File: src/rtl/twtlc_pkg.sv
// Package for the two-way traffic light controller.
// Holds the register indexes, reset values, the lamp bundle type and a small helper.
// It has no dependencies.
package twtlc_pkg;

    // Register indexes on the configuration port.
    localparam logic [1:0] CFG_GREEN_TIME  = 2'd0;
    localparam logic [1:0] CFG_YELLOW_TIME = 2'd1;
    localparam logic [1:0] CFG_HOLD_TIME   = 2'd2;

    // Reset values of the timing registers.
    localparam logic [7:0] GREEN_TIME_RST  = 8'd10;
    localparam logic [7:0] YELLOW_TIME_RST = 8'd5;
    localparam logic [7:0] HOLD_TIME_RST   = 8'd5;

    // The phase timer saturates at this value.
    localparam logic [8:0] ELAPSED_MAX = 9'd511;

    // Lamp states and turn owner for one tick.
    typedef struct packed {
        logic green_a;
        logic yellow_a;
        logic red_a;
        logic green_b;
        logic yellow_b;
        logic red_b;
        logic active_side;
    } t_lamps;

    // A time register of zero behaves as one.
    function automatic logic [7:0] at_least_one(input logic [7:0] v);
        return (v == 8'd0) ? 8'd1 : v;
    endfunction

endpackage

File: src/rtl/two_way_traffic_light_controller_top.sv
// A result is valid in the cycle after its tick request is accepted. Throughput:
// one tick per clock unless stalled; the whole tick update is one register stage,
// and the output register lets a new tick enter while the last result is taken.
// Reset (synchronous, active low) gives approach A the turn in green, clears the
// phase timer and button state, and loads green 10, yellow 5 and hold 5 ticks.
// Depends on twtlc_pkg.
module two_way_traffic_light_controller_top #(
    parameter int TIMER_BITS = 8
) (
    input  logic       i_clk,
    input  logic       i_rst_n,
    // Tick request channel
    input  logic       i_in_valid,
    output logic       o_in_ready,
    input  logic       i_button_a,
    input  logic       i_button_b,
    // Result channel
    output logic       o_out_valid,
    input  logic       i_out_ready,
    output logic       o_green_a,
    output logic       o_yellow_a,
    output logic       o_red_a,
    output logic       o_green_b,
    output logic       o_yellow_b,
    output logic       o_red_b,
    output logic       o_active_side,
    // Configuration write port
    input  logic       i_cfg_wr_en,
    input  logic [1:0] i_cfg_addr,
    input  logic [7:0] i_cfg_wr_data
);

    localparam int CMP_W = (TIMER_BITS > 8) ? TIMER_BITS : 8;
    localparam logic [TIMER_BITS-1:0] HOLD_MAX = {TIMER_BITS{1'b1}};

    // Configuration registers
    logic [7:0] r_green_time;
    logic [7:0] r_yellow_time;
    logic [7:0] r_hold_time;

    // Controller state
    logic                  r_turn_owner, n_turn_owner;
    logic                  r_in_yellow, n_in_yellow;
    logic [8:0]            r_elapsed, n_elapsed;
    logic [1:0]            r_press_seen, n_press_seen;
    logic [TIMER_BITS-1:0] r_hold_count [2];
    logic [TIMER_BITS-1:0] n_hold_count [2];
    logic [1:0]            r_req_sent, n_req_sent;

    // Output register
    logic                  r_out_valid;
    twtlc_pkg::t_lamps     r_lamps, n_lamps;

    logic                  w_in_accept;
    logic [1:0]            w_level;
    logic [1:0]            w_fire;
    logic [CMP_W-1:0]      w_hold_lim;
    logic [7:0]            w_green;
    logic [7:0]            w_yellow;
    logic                  w_yel_mid;
    logic [8:0]            w_elapsed_mid;
    logic [8:0]            w_elapsed_inc;
    logic [9:0]            w_end_limit;

    assign o_in_ready  = !r_out_valid || i_out_ready;
    assign w_in_accept = i_in_valid && o_in_ready;
    assign w_level     = {i_button_b, i_button_a};
    assign w_green     = twtlc_pkg::at_least_one(r_green_time);
    assign w_yellow    = twtlc_pkg::at_least_one(r_yellow_time);
    assign w_hold_lim  = CMP_W'(twtlc_pkg::at_least_one(r_hold_time));
    assign w_end_limit = 10'(w_green) + 10'(w_yellow);

    // Button handling: per approach press tracking and request detection.
    always_comb begin
        for (int i = 0; i < 2; i++) begin
            n_press_seen[i] = r_press_seen[i];
            n_hold_count[i] = r_hold_count[i];
            n_req_sent[i]   = r_req_sent[i];
            w_fire[i]       = 1'b0;
            if (!w_level[i]) begin
                n_press_seen[i] = 1'b0;
                n_hold_count[i] = '0;
                n_req_sent[i]   = 1'b0;
            end else begin
                if (!r_press_seen[i]) begin
                    n_press_seen[i] = 1'b1;
                    n_hold_count[i] = '0;
                end else if (r_hold_count[i] != HOLD_MAX) begin
                    n_hold_count[i] = r_hold_count[i] + 1'b1;
                end
                if ((CMP_W'(n_hold_count[i]) >= w_hold_lim) && !r_req_sent[i]
                        && (r_turn_owner != 1'(i))) begin
                    w_fire[i]     = 1'b1;
                    n_req_sent[i] = 1'b1;
                end
            end
        end
    end

    // A request cuts a running green short; only the waiting side can fire.
    always_comb begin
        w_yel_mid     = r_in_yellow;
        w_elapsed_mid = r_elapsed;
        if ((w_fire != 2'b00) && !r_in_yellow) begin
            w_yel_mid     = 1'b1;
            w_elapsed_mid = 9'(w_green);
        end
    end

    // Lamps for this tick come from the state after the buttons.
    always_comb begin
        n_lamps.green_a     = !r_turn_owner && !w_yel_mid;
        n_lamps.yellow_a    = !r_turn_owner && w_yel_mid;
        n_lamps.red_a       = r_turn_owner;
        n_lamps.green_b     = r_turn_owner && !w_yel_mid;
        n_lamps.yellow_b    = r_turn_owner && w_yel_mid;
        n_lamps.red_b       = !r_turn_owner;
        n_lamps.active_side = r_turn_owner;
    end

    // Phase timer advance and turn change.
    always_comb begin
        w_elapsed_inc = (w_elapsed_mid < twtlc_pkg::ELAPSED_MAX) ?
                        w_elapsed_mid + 9'd1 : w_elapsed_mid;
        n_in_yellow   = w_yel_mid;
        n_elapsed     = w_elapsed_inc;
        n_turn_owner  = r_turn_owner;
        if (!w_yel_mid && (w_elapsed_inc >= 9'(w_green))) begin
            n_in_yellow = 1'b1;
        end
        if (n_in_yellow && (10'(w_elapsed_inc) >= w_end_limit)) begin
            n_turn_owner = !r_turn_owner;
            n_in_yellow  = 1'b0;
            n_elapsed    = '0;
        end
    end

    // Configuration writes; an index beyond the list is ignored.
    always_ff @(posedge i_clk) begin
        if (!i_rst_n) begin
            r_green_time  <= twtlc_pkg::GREEN_TIME_RST;
            r_yellow_time <= twtlc_pkg::YELLOW_TIME_RST;
            r_hold_time   <= twtlc_pkg::HOLD_TIME_RST;
        end else if (i_cfg_wr_en) begin
            unique case (i_cfg_addr)
                twtlc_pkg::CFG_GREEN_TIME:  r_green_time  <= i_cfg_wr_data;
                twtlc_pkg::CFG_YELLOW_TIME: r_yellow_time <= i_cfg_wr_data;
                twtlc_pkg::CFG_HOLD_TIME:   r_hold_time   <= i_cfg_wr_data;
                default: ;
            endcase
        end
    end

    // State update on each accepted tick request.
    always_ff @(posedge i_clk) begin
        if (!i_rst_n) begin
            r_turn_owner <= 1'b0;
            r_in_yellow  <= 1'b0;
            r_elapsed    <= '0;
            r_press_seen <= '0;
            r_req_sent   <= '0;
            r_hold_count <= '{default: '0};
        end else if (w_in_accept) begin
            r_turn_owner <= n_turn_owner;
            r_in_yellow  <= n_in_yellow;
            r_elapsed    <= n_elapsed;
            r_press_seen <= n_press_seen;
            r_req_sent   <= n_req_sent;
            r_hold_count <= n_hold_count;
        end
    end

    // Output register valid flag.
    always_ff @(posedge i_clk) begin
        if (!i_rst_n) begin
            r_out_valid <= 1'b0;
        end else if (w_in_accept) begin
            r_out_valid <= 1'b1;
        end else if (i_out_ready) begin
            r_out_valid <= 1'b0;
        end
    end

    // Output payload; no reset needed.
    always_ff @(posedge i_clk) begin
        if (w_in_accept) begin
            r_lamps <= n_lamps;
        end
    end

    assign o_out_valid   = r_out_valid;
    assign o_green_a     = r_lamps.green_a;
    assign o_yellow_a    = r_lamps.yellow_a;
    assign o_red_a       = r_lamps.red_a;
    assign o_green_b     = r_lamps.green_b;
    assign o_yellow_b    = r_lamps.yellow_b;
    assign o_red_b       = r_lamps.red_b;
    assign o_active_side = r_lamps.active_side;

    // Each approach shows exactly one lamp.
    a_one_lamp_each: assert property (@(posedge i_clk) disable iff (!i_rst_n)
        o_out_valid |-> ($onehot({o_green_a, o_yellow_a, o_red_a}) &&
                         $onehot({o_green_b, o_yellow_b, o_red_b})))
        else $error("approach lamps are not one-hot");

    // The approach holding the turn is never red.
    a_owner_not_red: assert property (@(posedge i_clk) disable iff (!i_rst_n)
        o_out_valid |-> (o_red_a == o_active_side) && (o_red_b == !o_active_side))
        else $error("turn owner shows red");

    // A pending result is never overwritten by a new request.
    a_no_overwrite: assert property (@(posedge i_clk) disable iff (!i_rst_n)
        (r_out_valid && !i_out_ready) |-> !w_in_accept)
        else $error("result overwritten while stalled");

    // A sent request or a running hold count belongs to a press in progress.
    a_req_needs_press: assert property (@(posedge i_clk) disable iff (!i_rst_n)
        ((r_req_sent & ~r_press_seen) == 2'b00) &&
        ((r_hold_count[0] == '0) || r_press_seen[0]) &&
        ((r_hold_count[1] == '0) || r_press_seen[1]))
        else $error("button state without a press");

    // Both approaches can never request in the same tick.
    a_single_fire: assert property (@(posedge i_clk) disable iff (!i_rst_n)
        w_in_accept |-> $onehot0(w_fire))
        else $error("both approaches requested at once");

endmodule

File: config.mk
export PLATFORM = sky130hd
export DESIGN_NAME = two_way_traffic_light_controller_top
export DESIGN_NICKNAME = d
export VERILOG_FILES = /design/src/rtl/twtlc_pkg.sv /design/src/rtl/two_way_traffic_light_controller_top.sv
export SDC_FILE = /design/constraint.sdc
export NUM_CORES = 1
export LEC_CHECK = 0
export BUFFER_PORTS_ARGS = -buffer_cell sky130_fd_sc_hd__buf_2
export CAP_MARGIN = 20
export CORE_MARGIN = 8
export CORE_UTILIZATION = 59
export CTS_BUF_LIST = sky130_fd_sc_hd__clkbuf_4 sky130_fd_sc_hd__clkbuf_8
export CTS_CLUSTER_DIAMETER = 30
export DETAILED_ROUTE_END_ITERATION = 12
export GPL_TIMING_DRIVEN = 0
export PLACE_DENSITY = 0.77
export SLEW_MARGIN = 20
export SYNTH_ARGS = -nofsm -noshare
export SYNTH_HDL_FRONTEND = slang
export SYNTH_SLANG_ARGS = --single-unit
File: constraint.sdc
create_clock -name i_clk -period 6.41 [get_ports i_clk]
set_input_delay 0 -clock i_clk [delete_from_list [all_inputs] [get_ports i_clk]]
set_output_delay 0 -clock i_clk [all_outputs]
set_load 0.01 [all_outputs]
==> results.md, run 1 <==
* Status: complete, no violations
* WP data required at around 6700 ps
* Clock skew at about 6.3 ps
* Max Used Layer: met4
* Largest net degree at the start of global routing at 12
* Critical path type: register to register
* Peak VDD IR at approximately 0.14 mV
* CTS tree: built
* Cells after Synth at approximately 490
* FF-to-FF Start: r_hold_count[9]
* Number of global-route vias before repair at 3438
* Hold Crit Class: input port to register
* CTS Buf Count at 9
* Pwr/cell area at 189 nW/um^2
* Mapped Nets at between 500 and 600
* Place WS at around 84 ps
* Layout Nets at 598
* Total grt overflow at 0
* Area grow syn2layout at 15.1%
* Clock buffer depth at 2
* Metal-1 WL at ~4500 um
* Port bufs at 25
* CP arrival at between 6000 and 7000 ps
* Routed Antenna Nets at 0
* Worst setup EP type: register
* # DRC at 0
* Unique masters post-synth at 70
* Fmax at around 0.16 GHz
* # IOs at 26
* Sink Count at 62
* Share of cells above drive strength 1 at 0.166
* Core footprint at 7180 um^2
* Met2 WL post-DR at roughly 4400 um
* Setup violators final at 0
* Synth warn at 0
* Reg2Reg Depth at 30
* Slew headroom at 0.491
* Wire length on met3 at 328 um
* Ys async rst share at 0
* First-pass GRT wire length at approximately 16000 um
* Mapped Area at roughly 4300 um^2
* RD Place Congestion at between 0.8 and 0.9
* Crit path largest cell delay at ~410 ps
* Final Hold Fails at 0
* CP Launch Type: register
* CP Max Fanout at 10
* Rows at 31
* Worst Setup SP: r_hold_count[9]
* H-tree Lvls at 3
* Pre-Repair DR Iteration Count at 4
* Root Buffer: clkbuf_8
* Vias per Instance at roughly 5.6
* Number of flops mapped to enable cells by yosys at 6
* Post-route clock period utilization at 0.946
* Die height at ~100 um
* Slew @ Worst Pin at between 700 and 800 ps
* Routed WL at 9440 um
* Max-slew violation count at 0
* Final Non-Filler Cells at 640
* Via Count at about 3600
* Most used DFF post-synth: dfxtp_1
* Clock Latency Late Sink at roughly 340 ps
* Post-synthesis sequential area ratio at 0.299
* Placed cell count at between 600 and 700
* Hpwl dp at 7120 um
* GRT Resource Usage Total at 0.191
* Hold Startpoint: i_out_ready
* Mean Syn Cell Area at between 8 and 9 um^2
* Number of diodes at 0
* Minimum clock period at approximately 6000 ps
* Clk slew on worst S/H paths at roughly 70 ps
* Number of synthesized register bits at 62
* Crit-path slowest cell: dfxtp_1
* Leakage power at ~2.1 nW
* Initial antenna violation count at 0
* Maxcap violations at 0
* Die Footprint at ~10000 um^2
* Final worst setup slack at ~350 ps
* Initial core utilization at 0.606
* Chip width at about 100 um
* DR iter-0 viols at ~210
* DR WL/cell at ~15 um
* Hold path cells at 3
[state kept, by name, indices dropped and copies added (netlist names)]
| signal | count |
|---|---|
| r_hold_time | 8 |
| r_in_yellow | 1 |
| o_green_b | 1 |
| o_red_b | 1 |
| o_active_side | 1 |
| r_press_seen | 2 |
| r_elapsed | 9 |
| r_green_time | 8 |
| o_green_a | 1 |
| o_yellow_a | 1 |
| r_yellow_time | 8 |
| o_out_valid | 1 |
| r_req_sent | 2 |
| r_turn_owner | 1 |
| r_hold_count | 16 |
| o_yellow_b | 1 |
[what timing repair did]
| item | 4_1_cts | 5_1_grt |
|---|---|---|
| endpoints found under the setup margin | 7 | 10 |
| pin swaps | 0 | 2 |
| hold buffers | 11 | 0 |
| hold endpoints to repair | 27 | 0 |
| gates resized for setup | 1 | 10 |
| setup buffers | 0 | 2 |
[per-layer routing]
layer	vias to the layer above	GRT usage
li1	1821	-
met1	1658	0.242
met2	74	0.315
met3	19	0.0375
met4	0	0.0688
met5	-	0
[path summary, 6_finish.rpt]
check                       end  slack (ps)
setup / recovery   r_turn_owner         350
hold / removal      o_out_valid          30
setup reg to reg   r_turn_owner         350
hold reg to reg   o_active_side         440
[layout by cell type, fill, tap and decap left out, drive strengths merged, types with 3 or more instances in the layout]
cell type / Yosys / layout
a22oi: 15 / 15
edfxtp: 6 / 6
nor3: 9 / 9
and3: 11 / 11
nor2: 26 / 26
nand2b: 6 / 6
nor4: 3 / 3
o21ai: 17 / 17
ha: 44 / 44
nand2: 29 / 29
clkbuf: 28 / 39
xnor2: 15 / 15
dfxtp: 56 / 56
a21oi: 27 / 27
inv: 26 / 26
o21a: 6 / 6
a21o: 4 / 4
buf: 8 / 35
dlygate4sd3: 0 / 11
a31oi: 10 / 10
a22o: 7 / 7
and2: 4 / 4
a21boi: 3 / 3
o21bai: 3 / 3
xor2: 8 / 8
mux2i: 21 / 21
a211oi: 4 / 4
nand4: 5 / 5
nor2b: 38 / 38
nand3: 18 / 18
[logic make-up after synthesis]
group / synth area share
and+or+nand+nor: 0.209
AOI/OAI and AO/OA: 0.182
buffers and inverters: 0.0734
DFF: 0.299
adders and majority gates: 0.131
xor gates and xnor gates: 0.0464
muxes: 0.0582
[where the power goes]
| part | leakage [nW] | internal, mW | total [mW] | switching [mW] |
|---|---|---|---|---|
| logic | 1.44 | 0.0622 | 0.134 | 0.0714 |
| clock network | 0.116 | 0.240 | 0.404 | 0.164 |
| registers | 0.508 | 0.401 | 0.409 | 0.00780 |
[worst max-delay path, delay by kind of cell, from the launching register on]
family          cells  cell delay [ps]
mux                 1              300
flops               1              410
xor+xnor            1              100
simple gates        8             1450
fa+ha+maj           4              970
compound gates     12             2080
buf+inv             4              680
[Yosys cell counts, drive strengths merged (4+ instances only)]
| cell type | n | share of area |
|---|---|---|
| clkbuf | 28 | 0.027 |
| o21a | 6 | 0.010 |
| a211oi | 4 | 0.0069 |
| nand2 | 29 | 0.028 |
| nor2b | 38 | 0.055 |
| a21o | 4 | 0.0069 |
| xor2 | 8 | 0.016 |
| dfxtp | 56 | 0.26 |
| a22oi | 15 | 0.026 |
| inv | 26 | 0.022 |
| mux2i | 21 | 0.051 |
| a21oi | 27 | 0.033 |
| o21ai | 17 | 0.021 |
| buf | 8 | 0.017 |
| edfxtp | 6 | 0.041 |
| nor3 | 9 | 0.013 |
| nor2 | 26 | 0.022 |
| a22o | 7 | 0.014 |
| nand4 | 5 | 0.0072 |
| xnor2 | 15 | 0.030 |
| nand2b | 6 | 0.012 |
| and3 | 11 | 0.016 |
| a31oi | 10 | 0.018 |
| ha | 44 | 0.13 |
| and2 | 4 | 0.0060 |
| nand3 | 18 | 0.021 |
[cell type report]
class / count / area, um^2
clock buffer: 11 / 151
buffer: 37 / 221
tap: 99 / 124
sequential: 62 / 1300
clock inverter: 5 / 81.3
inverter: 26 / 97.6
fill: 589 / 2180
multi-input combinational: 362 / 2770
timing repair buffer: 38 / 250
[metrics by stage]
| step | setup TNS (ps) | instance area (um^2) | hold WS [ps] | util | power [mW] |
|---|---|---|---|---|---|
| 3_3_place_gp | 0 | 4590 | 254 | 0.640 | 0.540 |
| 3_5_place_dp | 0 | 4590 | 260 | 0.640 | 0.543 |
| 5_1_grt | -13.6 | 5000 | 36.6 | 0.697 | 0.985 |
| 2_1_floorplan | 0 | 4350 | 125 | - | 0.510 |
| 4_1_cts | 0 | 4940 | 16.5 | 0.689 | 0.950 |
| 6_report | 0 | 5000 | 30.9 | 0.697 | 0.947 |
Note: power is estimated with default switching activity, not from simulation.
==> inputs of run 2 (changes only) <==
==> constraint.sdc (replaced) <==
create_clock -name i_clk -period 6.6 [get_ports i_clk]
set_input_delay 0 -clock i_clk [delete_from_list [all_inputs] [get_ports i_clk]]
set_output_delay 0 -clock i_clk [all_outputs]
set_load 0.01 [all_outputs]
==> results.md, run 2 (synthesis gave the netlist of run 1 again) <==
* Net switching power at 236 uW
* Slew @ Worst Pin at ~770 ps
* Most frequent cells in the layout: dfxtp_1, ha_1, nor2b_1
* Layout Nets at 596
* Fmax at 0.161 GHz
* Switching Share at 0.257
* CTS tree: built
* Final worst setup slack at ~390 ps
* Pre-Repair DR Iteration Count at 4
* Critical path type: register to register
* Metal-1 WL at approximately 4500 um
* CTS Buf Count at 9
* Worst setup EP type: register
* Hpwl dp at slightly above 7000 um
* Setup violators final at 0
* Rows at 31
* Number of diodes at 0
* # IOs at 26
* Area grow syn2layout at 14.3%
* Slew headroom at 0.489
* Initial antenna violation count at 0
* Final Hold Fails at 0
* Clk slew on worst S/H paths at 70 ps
* Maxcap violations at 0
* Largest registers: r_hold_count: 16 flops, r_elapsed: 9 flops
* Reg power frac at 0.432
* Vias per Instance at ~5.6
* Final Non-Filler Cells at between 600 and 700
* Placed cell count at between 600 and 700
* # DRC at 0
* Sink Count at just over 60
* RD Place Congestion at about 0.86
* Die height at between 100 and 150 um
* DR WL/cell at between 10 and 15 um
* Total grt overflow at 0
* DR iter-0 viols at roughly 170
* CP arrival at between 6000 and 7000 ps
* Clock Latency Late Sink at 340 ps
* Number of global-route vias before repair at roughly 3400
* Routed Antenna Nets at 0
* Buffer count from post-CTS setup fixing at 0
* Routed WL at 9360 um
* Max-slew violation count at 0
* Via Count at ~3600
* Initial core utilization at 0.606
* Unrepaired setup endpoints after global routing: no
* Minimum clock period at about 6200 ps
* Chip width at 102 um
* Peak VDD IR at roughly 0.13 mV
* GRT Resource Usage Total at 0.191
* Clock skew at 5.12 ps
* Clock Power Share at 0.428
* Wire length on met3 at between 300 and 400 um
* CP Launch Type: register
* Status: complete, no violations
* Met2 WL post-DR at 4340 um
* Core footprint at between 7000 and 8000 um^2
* Die Footprint at ~10000 um^2
* Gate power share at 0.140
* Crit-path slowest cell: dfxtp_1
* Crit path largest cell delay at 410 ps
* Flip-flop count of the largest register after layout at 16
* Final TNS setup at 0 ps
* Pwr/cell area at ~180 nW/um^2
* H-tree Lvls at 3
* Internal power at ~680 uW
* Final Core Density at 0.692
* CP Max Fanout at 10
* WP data required at just under 7000 ps
* Post-route clock period utilization at 0.941
* Most common cell after layout, fill and taps aside: dfxtp_1
* Port bufs at 25
* Share of cells above drive strength 1 at 0.154
* Reg with most FFs: r_hold_count
* WHS at 30.6 ps
* Dpl cell area at roughly 4600 um^2
* # fillers at between 500 and 600
* Clock buffer depth at 2
* Hold Crit Class: input port to register
* Largest net degree at the start of global routing at 12
* First-pass GRT wire length at between 15000 and 20000 um
* Total Power at 919 uW
* Leakage power at 2.06 nW
* Max Used Layer: met4
* Final instance area at 4970 um^2
* Root Buffer: clkbuf_8
* Place WS at ~270 ps
run 2: cell count changes in the layout (fill, tap and decap cells not counted), sizes merged:
cell / previous run / this run
buf: 35 / 33
run 2: layer usage:
layer,GRT usage,up-vias
li1,-,1820
met1,0.241,1667
met2,0.315,72
met3,0.0375,17
met4,0.0688,0
met5,0,-
run 2: worst max-delay path, delay by kind of cell (launching register included):
kind / cells / cell delay (ps)
AOI/OAI and AO/OA: 13 / 2440
xor gates and xnor gates: 1 / 150
adders and majority gates: 4 / 970
buffers and inverters: 4 / 660
DFF: 1 / 410
muxes: 1 / 300
and+or+nand+nor: 7 / 1220
run 2: path summary, 6_finish.rpt:
path	cells after the start	end	startpoint	slack, ps
setup / recovery	30	r_elapsed[6]	r_hold_count[9]	390
setup reg to reg	30	r_elapsed[6]	r_hold_count[9]	390
hold reg to reg	0	o_active_side	r_turn_owner	440
hold / removal	3	o_out_valid	i_out_ready	30
run 2: cell type report:
class                           instances  area (um^2)  area share
Multi-Input combinational cell        362         2760       0.555
Inverter                               26         97.6      0.0196
Timing Repair Buffer                   36          235      0.0473
Clock inverter                          5         81.3      0.0164
Buffer                                 37          221      0.0446
Clock buffer                           11          151      0.0305
Tap cell                               99          124      0.0249
Sequential cell                        62         1300       0.262
run 2: what timing repair did:
action,CTS,global route
endpoints found under the setup margin,0,10
resized for setup,0,6
endpoints found under the hold margin,27,0
hold buffers,11,0
run 2: power groups by stage:
| stage | clock network (mW) | registers, mW | logic (mW) |
|---|---|---|---|
| 2_1_floorplan | 0 | 0.404 | 0.0907 |
| 6_report | 0.393 | 0.397 | 0.129 |
| 4_1_cts | 0.398 | 0.397 | 0.128 |
| 5_1_grt | 0.412 | 0.398 | 0.145 |
| 3_5_place_dp | 0 | 0.405 | 0.122 |
| 3_3_place_gp | 0 | 0.405 | 0.119 |
==> inputs of run 3 (changes only) <==
--- a/config.mk
+++ b/config.mk
@@ -12,7 +12,6 @@
 export CTS_BUF_LIST = sky130_fd_sc_hd__clkbuf_4 sky130_fd_sc_hd__clkbuf_8
 export CTS_CLUSTER_DIAMETER = 30
 export DETAILED_ROUTE_END_ITERATION = 12
-export GPL_TIMING_DRIVEN = 0
 export PLACE_DENSITY = 0.77
 export SLEW_MARGIN = 20
 export SYNTH_ARGS = -nofsm -noshare
==> results.md, run 3 (synthesis gave the netlist of run 1 again) <==
* Status: complete, no violations
* WP data required at about 6900 ps
* Die Footprint at 10400 um^2
* CP Max Fanout at 10
* Number of global-route vias before repair at about 3400
* Routed WL at about 9200 um
* Port bufs at 25
* Vias per Instance at 5.72
* Leakage power at between 1.5 and 2 nW
* Most common cell after layout, fill and taps aside: dfxtp_1
* Flip-flop count of the largest register after layout at 16
* Critical path type: register to register
* Chip width at between 100 and 150 um
* Slew @ Worst Pin at approximately 920 ps
* Pwr/cell area at 190 nW/um^2
* H-tree Lvls at 3
* Routed Antenna Nets at 0
* Post-route clock period utilization at 0.912
* Final Hold Fails at 0
* Via Count at 3447
* Dpl cell area at 4390 um^2
* Slew headroom at 0.382
* Total grt overflow at 0
* Rows at 31
* Root Buffer: clkbuf_8
* Core footprint at around 7200 um^2
* Buffer count from post-CTS setup fixing at 0
* # fillers at a little under 600
* Unrepaired setup endpoints after global routing: no
* DR iter-0 viols at approximately 180
* RD Place Congestion at 0.873
* Initial antenna violation count at 0
* Largest net degree at the start of global routing at 52
* Final Non-Filler Cells at between 600 and 700
* CP arrival at 6310 ps
* Placed cell count at 576
* Fmax at around 0.17 GHz
* Pre-Repair DR Iteration Count at 4
* CTS tree: built
* Largest registers: r_hold_count: 16 flops, r_elapsed: 9 flops
* Share of cells above drive strength 1 at 0.139
* Number of diodes at 0
* Initial core utilization at 0.606
* Reg with most FFs: r_hold_count
* Clk slew on worst S/H paths at 70 ps
* Die height at between 100 and 150 um
* Peak VDD IR at roughly 0.15 mV
* CTS Buf Count at 9
* GRT Resource Usage Total at 0.190
* CP Launch Type: register
* Layout Nets at ~560
* First-pass GRT wire length at around 16000 um
* Maxcap violations at 0
* Setup violators final at 0
* Worst setup EP type: register
* Area grow syn2layout at 8.70%
* Sink Count at 62
* Final instance area at between 4000 and 5000 um^2
* Clock buffer depth at 2
* Total Power at between 800 and 900 uW
* Hpwl dp at 6790 um
* Final TNS setup at 0 ps
* Clock Latency Late Sink at 350 ps
* Minimum clock period at around 6000 ps
* Max-slew violation count at 0
* DR WL/cell at 15.3 um
* Most frequent cells in the layout: dfxtp_1, ha_1, nor2b_1
* # DRC at 0
* # IOs at 26
* Hold Crit Class: input port to register
* Clock skew at around 6.8 ps
==> run 3: final timing paths <==
kind	from	to	slack [ps]	depth (start not counted)
worst max-delay path	r_hold_count[8]	r_elapsed[4]	580	26
worst min-delay path	i_out_ready	o_out_valid	30	3
worst max register to register	r_hold_count[8]	r_elapsed[4]	580	26
worst min register to register	r_req_sent[0]	r_req_sent[0]	480	2
==> run 3: stage by stage <==
stage	hold WS (ps)	worst slack (ps)	utilization
after floorplan	125	1100	-
after global placement	256	668	0.612
after detailed placement	262	551	0.612
after CTS	15.1	491	0.658
after global routing	52.8	5.31	0.658
final	34.9	583	0.658
==> run 3: critical path, stage by stage (launching register included) <==
cell and delay, ps:
dfxtp_1 420, ha_1 220, and3_1 220, nand3_1 230
and2_1 240, a211oi_1 330, ha_1 280, o21a_1 140
nor2_1 40, o31ai_2 330, and4b_4 310, o21ba_1 280
mux2_4 330, ha_2 260, o21ai_0 120, xnor2_1 150
nor2_1 60, a21oi_1 190, ha_1 280, a21oi_1 120
o21ai_0 90, a21oi_1 170, o21ai_0 120, a211oi_1 340
a21o_1 220, and3_1 300, a22o_1 170
==> run 3: routing by layer <==
layer	GRT usage	wire (um)
met5	0	0
met4	0.0745	180
met3	0.0450	311
met2	0.296	4220
met1	0.248	4520
==> run 3: area by class of cell <==
type | instances | area, um^2 | share of cell area
Multi-Input combinational cell | 362 | 2730 | 0.577
Sequential cell | 62 | 1300 | 0.275
Timing Repair Buffer | 38 | 250 | 0.0530
Clock buffer | 12 | 153 | 0.0323
Tap cell | 99 | 124 | 0.0262
Inverter | 26 | 97.6 | 0.0207
Clock inverter | 4 | 70.1 | 0.0148
==> run 3: power by group <==
part | internal, mW | switching [mW] | total (mW) | leakage (nW)
combinational | 0.0548 | 0.0632 | 0.118 | 1.34
clock | 0.230 | 0.150 | 0.380 | 0.117
sequential | 0.390 | 0.0108 | 0.400 | 0.508
==> run 3: repair_timing <==
action | CTS | global route
setup endpoints to repair | 0 | 7
resized for setup | 0 | 1
hold buffers | 11 | 0
endpoints found under the hold margin | 27 | 0
